[config.mk]
export PLATFORM = sky130hd
export DESIGN_NAME = e2q_cordic
export DESIGN_NICKNAME = d
export VERILOG_FILES = /design/src/hw/rtl/e2q_pkg.sv /design/src/hw/rtl/e2q_cordic.sv
export SDC_FILE = /design/constraint.sdc
export NUM_CORES = 2
export LEC_CHECK = 0
export BUFFER_PORTS_ARGS = -buffer_cell sky130_fd_sc_hd__clkbuf_2
export CORE_ASPECT_RATIO = 0.7
export CORE_MARGIN = 3
export CORE_UTILIZATION = 60
export DETAILED_ROUTE_END_ITERATION = 10
export HOLD_SLACK_MARGIN = 0.08
export PLACE_DENSITY = 0.79
export SLEW_MARGIN = 40
export SYNTH_ARGS = -nofsm -noshare
export SYNTH_HDL_FRONTEND = slang
export SYNTH_SLANG_ARGS = --single-unit
[constraint.sdc]
create_clock -name clk -period 5.4 [get_ports clk]
set_clock_uncertainty 0.15 [all_clocks]
set_input_delay 0.27 -clock clk [delete_from_list [all_inputs] [get_ports clk]]
set_output_delay 0.27 -clock clk [all_outputs]
set_load 0.01 [all_outputs]
[src/hw/rtl/e2q_pkg.sv]
// Package: constant tables and helpers shared by the Euler-to-quaternion pipeline.
`default_nettype none
package e2q_pkg;
  localparam int AtanEntries = 24;
  localparam int AngleW = 16;
  localparam int CordW = 34;
  localparam int ZW = 33;

  function automatic logic signed [ZW-1:0] atan_val(input int idx);
    logic signed [ZW-1:0] v;
    v = '0;
    unique case (idx)
      0: v = 33'sd536870912;  1: v = 33'sd316933406;  2: v = 33'sd167458907;
      3: v = 33'sd85004756;   4: v = 33'sd42667331;   5: v = 33'sd21354465;
      6: v = 33'sd10679838;   7: v = 33'sd5340245;    8: v = 33'sd2670163;
      9: v = 33'sd1335087;    10: v = 33'sd667544;    11: v = 33'sd333772;
      12: v = 33'sd166886;    13: v = 33'sd83443;     14: v = 33'sd41722;
      15: v = 33'sd20861;     16: v = 33'sd10430;     17: v = 33'sd5215;
      18: v = 33'sd2608;      19: v = 33'sd1304;      20: v = 33'sd652;
      21: v = 33'sd326;       22: v = 33'sd163;       23: v = 33'sd81;
      default: v = '0;
    endcase
    return v;
  endfunction
endpackage
`default_nettype wire

[src/hw/rtl/e2q_cordic.sv]
// Module: unrolled, one-step-per-stage rotation CORDIC giving sine and cosine of a half angle.
`default_nettype none
module e2q_cordic import e2q_pkg::*; #(
  parameter int CORDIC_STEPS = 16,
  parameter int FRACTION_BITS = 16
) (
  input  wire logic                          clk,
  input  wire logic                          en,
  input  wire logic signed [AngleW-1:0]      angle,
  output logic signed [FRACTION_BITS+1:0]    cos_q,
  output logic signed [FRACTION_BITS+1:0]    sin_q
);
  localparam int N = (CORDIC_STEPS > AtanEntries) ? AtanEntries : CORDIC_STEPS;
  localparam longint Den = 3 * (longint'(1) << (2 * N));
  localparam longint X0 = 652032874 + (2 * 652032874 + Den / 2) / Den;
  localparam int Sh = 30 - FRACTION_BITS;
  localparam int OW = FRACTION_BITS + 2;

  logic signed [CordW-1:0] x_r [N+1];
  logic signed [CordW-1:0] y_r [N+1];
  logic signed [ZW-1:0]    z_r [N+1];

  always_ff @(posedge clk) begin
    if (en) begin
      x_r[0] <= CordW'(X0);
      y_r[0] <= '0;
      z_r[0] <= {{(ZW-AngleW-15){angle[AngleW-1]}}, angle, 15'd0};
    end
  end

  for (genvar i = 0; i < N; i++) begin : g_step
    always_ff @(posedge clk) begin
      if (en) begin
        if (!z_r[i][ZW-1]) begin
          x_r[i+1] <= x_r[i] - (y_r[i] >>> i);
          y_r[i+1] <= y_r[i] + (x_r[i] >>> i);
          z_r[i+1] <= z_r[i] - atan_val(i);
        end else begin
          x_r[i+1] <= x_r[i] + (y_r[i] >>> i);
          y_r[i+1] <= y_r[i] - (x_r[i] >>> i);
          z_r[i+1] <= z_r[i] + atan_val(i);
        end
      end
    end
  end

  function automatic logic signed [OW-1:0] rnd(input logic signed [CordW-1:0] v);
    logic signed [CordW-1:0] t;
    t = (v + (CordW'(1) <<< (Sh - 1))) >>> Sh;
    if (t > (CordW'(1) <<< FRACTION_BITS)) t = CordW'(1) <<< FRACTION_BITS;
    if (t < -(CordW'(1) <<< FRACTION_BITS)) t = -(CordW'(1) <<< FRACTION_BITS);
    return t[OW-1:0];
  endfunction

  always_ff @(posedge clk) begin
    if (en) begin
      cos_q <= rnd(x_r[N]);
      sin_q <= rnd(y_r[N]);
    end
  end
endmodule
`default_nettype wire

* Word level (Yosys, flattened, before mapping)
Memories as Yosys holds them, arrays and structs flattened.
Index checks and enable logic that the tools add are counted.
** Storage, ports and cells
- Memories kept :: 3
- Output and inout port bits :: 36
- Logic and storage cells :: 304
- Memory bits (writable) :: 1717
- Input port bits :: 18
- Flip-flop bits (word level) :: 36
** Cells by class
- Multiplexer cells :: 150
- Add/sub/neg operators :: 97
- $lt $le $gt $ge :: 4
- Bitwise logic cells :: 48
** Memory list
- x_r :: depth 17, bits a word 34, read ports 17, clocked after Yosys merged registers in 0, wr ports 17, RTL line e2q_cordic.sv:19 : logic signed [CordW-1:0] x_r [N+1];
- y_r :: depth 17, bits a word 34, read ports 17, clocked after Yosys merged registers in 0, wr ports 17, RTL line e2q_cordic.sv:20 : logic signed [CordW-1:0] y_r [N+1];
- z_r :: depth 17, bits a word 33, read ports 16, clocked after Yosys merged registers in 0, wr ports 17, RTL line e2q_cordic.sv:21 : logic signed [ZW-1:0] z_r [N+1];
** Operators by type and width (number)
- $mux 34 :: 36
- $mux 33 :: 16
- $mux 1 :: 98
- $add 34x15->34 const B :: 2
- $add 34x19->34 :: 2
- $add 34x20->34 :: 2
- $add 34x21->34 :: 2
- $add 34x22->34 :: 2
- $add 34x23->34 :: 2
- $add 34x24->34 :: 2
- $add 34x25->34 :: 2
- $add 34x26->34 :: 2
- $add 34x27->34 :: 2
- $add 34x28->34 :: 2
- $add 34x29->34 :: 2
- $add 34x30->34 :: 2
- $add 34x31->34 :: 2
- $add 34x32->34 :: 2
- $add 34x33->34 :: 2
- $lt 34x17->1 const B :: 2
- $sub 34x19->34 :: 2
- $sub 34x20->34 :: 2
- $sub 34x21->34 :: 2
- $sub 34x22->34 :: 2
- other kinds (47) :: 107

* Depth between registers and ports, before layout
- Word-level depth :: 5
- Depth in mapped cells :: 22
- Gate-level depth less buffers :: 22

* Worst setup path before layout
No wires, ideal clock.
- Path kind :: input port to flip-flop
- Start point :: input port en
- End point :: memory y_r[5][32], data pin
- Path buffers :: 4
- Slack :: 0.327 ns
- Stages on the path :: 20
- Setup time :: 0.258 ns
- Arrival :: 4.666 ns
- Path through :: clkbuf_1 clkbuf_1 nand2_1 inv_1 clkbuf_1 clkbuf_1 nor2_1 xnor2_1 ha_1 nor2b_1 o21ai_1 a21boi_1 o31a_1 a221o_1 a311o_1 a31o_1 a21o_1 a31o_1 a21oi_2 xnor2_1
** RTL lines
- start: declaration :: RTL line e2q_cordic.sv:8 : input wire logic en,
- end: declaration :: RTL line e2q_cordic.sv:20

==> impl_metrics.yaml <==
outcome:
  status: "finished clean"
floorplan:
  rows: 137
  start_util_pct: 60.5
  dieHeight_microns: 381
  dieArea_sq_mm: 0.207
  coreArea_sq_mm: 0.200
  die_w_microns: 542
  ios: 54
sta:
  finalMaxSlewViolations: 0
  final.min_clock_period_ns: 5.27
  setup_tns_ns: 0
  worst_slack_ns: 0.134
  tightestPinTransition_ns: 0.879
  relSlewSlack_pct: 40.6
  setup_viol: 0
  fin_crit_sh_pct: 97.5
  final_hold_viol_count: 0
  fmax_mhz: 190
finish:
  nets: 14300
  drive_gt1_share_pct: 6.58
  final_cell_mix: "1442 x edfxtp_1, 1362 x ha_1, 1176 x xnor2_1"
  area_growth_pct: 9.32
  layout_commonest_cell: "edfxtp_1"
logic_synthesis:
  synth_area_sq_mm: 0.121
  ys_seq_elements: 1442
  ys_warn_count: 0
  synthCells: 12500
  syn-num-nets: 13900
  synth-edff-count: 1442
  yosysSeqAreaShare_pct: 35.9
  synth_ff_type: "edfxtp_1"
  avgSynthCellArea_sq_um: 9.67
  ys_types: 106
  synthArstFlopShare_pct: 0
clock_network:
  cts_made_buffers: 162
  tritoncts: "built"
  clk_pin_slew_ns: 0.06
  cts_root_buf: "clkbuf_16"
  cts_buffer_depth: 4
  worstSkewPairLatency_ns: 0.86
  cts_sinks: 1442
  htree_levels: 4
worst_setup_path:
  critPathMaxStageDelay_ns: 0.47
  cp.required_ns: 5.84
  cp_max_fo: 6
  cp_num_buf_inv: 1
  end_kind: "register"
  cpLargestDelayFamily: "compound AO/OA/AOI/OAI gates"
  cp_data_arrival_time_ns: 5.71
  crit_path_start_kind: "register"
  cpMaxStageDelayCell: "edfxtp_1"
  crit_chain: "inv_1, ha_1, nand2_1, or4_1, or3_1, o41ai_1, xor2_1, ha_1, a21o_1, a21oi_1, o21ai_0, a221o_1, nand2_1, o21ai_0, a311oi_2, o31ai_1, a21oi_1, o21bai_1, xnor2_1"
  worstSetupPathType: "reg -> reg"
route:
  wl_mm: 341
  drc: 0
  drt_iter0_drc: 11800
  dr_total_vias: 99600
  via_per_inst: 6.38
  wire_per_inst_microns: 21.8
  detail-route-antenna-nets: 0
  first_pass_iters: 6
placement:
  finalWeightedCongestion: 1.01
  dpl_worst_slack_ns: 0.107
  hpwl_mm: 270
  port_buffers: 53
grt:
  first_global_vias: 91600
  grt_max_degree: 165
  track_usage_pct: 31.9
  grt_pass1_wl_mm: 526
  grt_overflow: 0
  grt_antenna_before_repair: 8
flow_run:
  drv_cap: 0
hold_path:
  hp-class: "reg -> reg"
routing by layer:
metal | vias up | wire, microns | share of wire [%] | GRT usage (%)
met2 | 4287 | 126000 | 37 | 41.2
met1 | 47800 | 171000 | 50 | 53.6
met5 | - | 172 | 0.051 | 0
met3 | 373 | 38300 | 11 | 7.14
met4 | 4 | 5060 | 1.5 | 4.96
li1 | 47200 | - | - | -
flip-flops by register name, indices dropped and copies added (netlist names):
| name | count |
|---|---|
| y_r | 498 |
| x_r | 471 |
| z_r | 437 |
| cos_q | 18 |
| sin_q | 18 |
cell usage after synthesis, drive strengths merged (73+ instances only):
| cell | number | area (sq um) |
|---|---|---|
| nor2 | 1044 | 3920 |
| inv | 505 | 1900 |
| edfxtp | 1442 | 43300 |
| nor2b | 152 | 951 |
| o21ai | 672 | 3370 |
| o21a | 221 | 1660 |
| nand2b | 216 | 1350 |
| or3 | 98 | 623 |
| o31ai | 172 | 1290 |
| nor4 | 73 | 499 |
| clkbuf | 172 | 646 |
| xor2 | 625 | 5470 |
| a31oi | 96 | 607 |
| a21o | 644 | 4840 |
| nand2 | 663 | 2490 |
| a21oi | 1171 | 5870 |
| o21bai | 156 | 1170 |
| and3 | 115 | 721 |
| a211oi | 117 | 878 |
| nand3 | 246 | 1230 |
| ha | 1362 | 17000 |
| xnor2 | 1176 | 10300 |
| nand4 | 77 | 482 |
| nor3 | 333 | 1700 |
cell families after synthesis:
kind of cell / after synthesis / share of synthesized area [%]
buf+inv: 707 / 2.20
flops: 1442 / 35.9
compound gates: 3730 / 19.8
mux: 122 / 1.08
xor+xnor: 1801 / 13.1
fa+ha+maj: 1401 / 14.8
simple gates: 3289 / 13.2
area by class of cell:
cell class                 count  area [sq um]
multi-input combinational  10300         75100
fill                       15800         67700
sequential                  1442         43300
clock buffer                 188          4240
tap                         2641          3300
timing repair buffer         395          3180
inverter                     510          1920
clock inverter                91           975
antenna                        4          10.0
final timing paths:
| check | startpoint | to | slack, ns | cells past startpoint |
|---|---|---|---|---|
| worst max register to register | x_r[11][11] | y_r[12][33] | 0.13 | 19 |
| worst min register to register | z_r[0][26] | z_r[1][26] | 0.24 | 0 |
| worst max-delay path | x_r[11][11] | y_r[12][33] | 0.13 | 19 |
| worst min-delay path | z_r[0][26] | z_r[1][26] | 0.24 | 0 |
per-stage QoR:
step / utilization (%) / hold WS, ns / std cells / instance area, sq um
finish: 66.1 / 0.239 / 15600 / 132000
global route: 66.1 / 0.255 / 15600 / 132000
CTS: 65.9 / 0.225 / 15600 / 132000
detailed placement: 63.1 / 0.255 / 15300 / 126000
global placement: 63.1 / 0.254 / 15300 / 126000
floorplan: - / 0.219 / 12500 / 121000
worst reg2reg max path, cell delays in order (launching register included):
cell	delay (ns)
edfxtp_1	0.47
inv_1	0.10
ha_1	0.18
nand2_1	0.09
or4_1	0.47
or3_1	0.45
o41ai_1	0.42
xor2_1	0.13
ha_1	0.41
a21o_1	0.23
a21oi_1	0.16
o21ai_0	0.15
a221o_1	0.34
nand2_1	0.07
o21ai_0	0.12
a311oi_2	0.37
o31ai_1	0.16
a21oi_1	0.16
o21bai_1	0.09
xnor2_1	0.35
timing repair:
item | 4_1_cts | 5_1_grt
gates resized for setup | 0 | 52
hold endpoints to repair | 236 | 0
setup buffers | 0 | 4
hold buffers | 33 | 0
setup endpoints to repair | 0 | 63
Power is not shown: default switching activity piles up to over one toggle a cycle in this logic, so the estimate is an artifact.
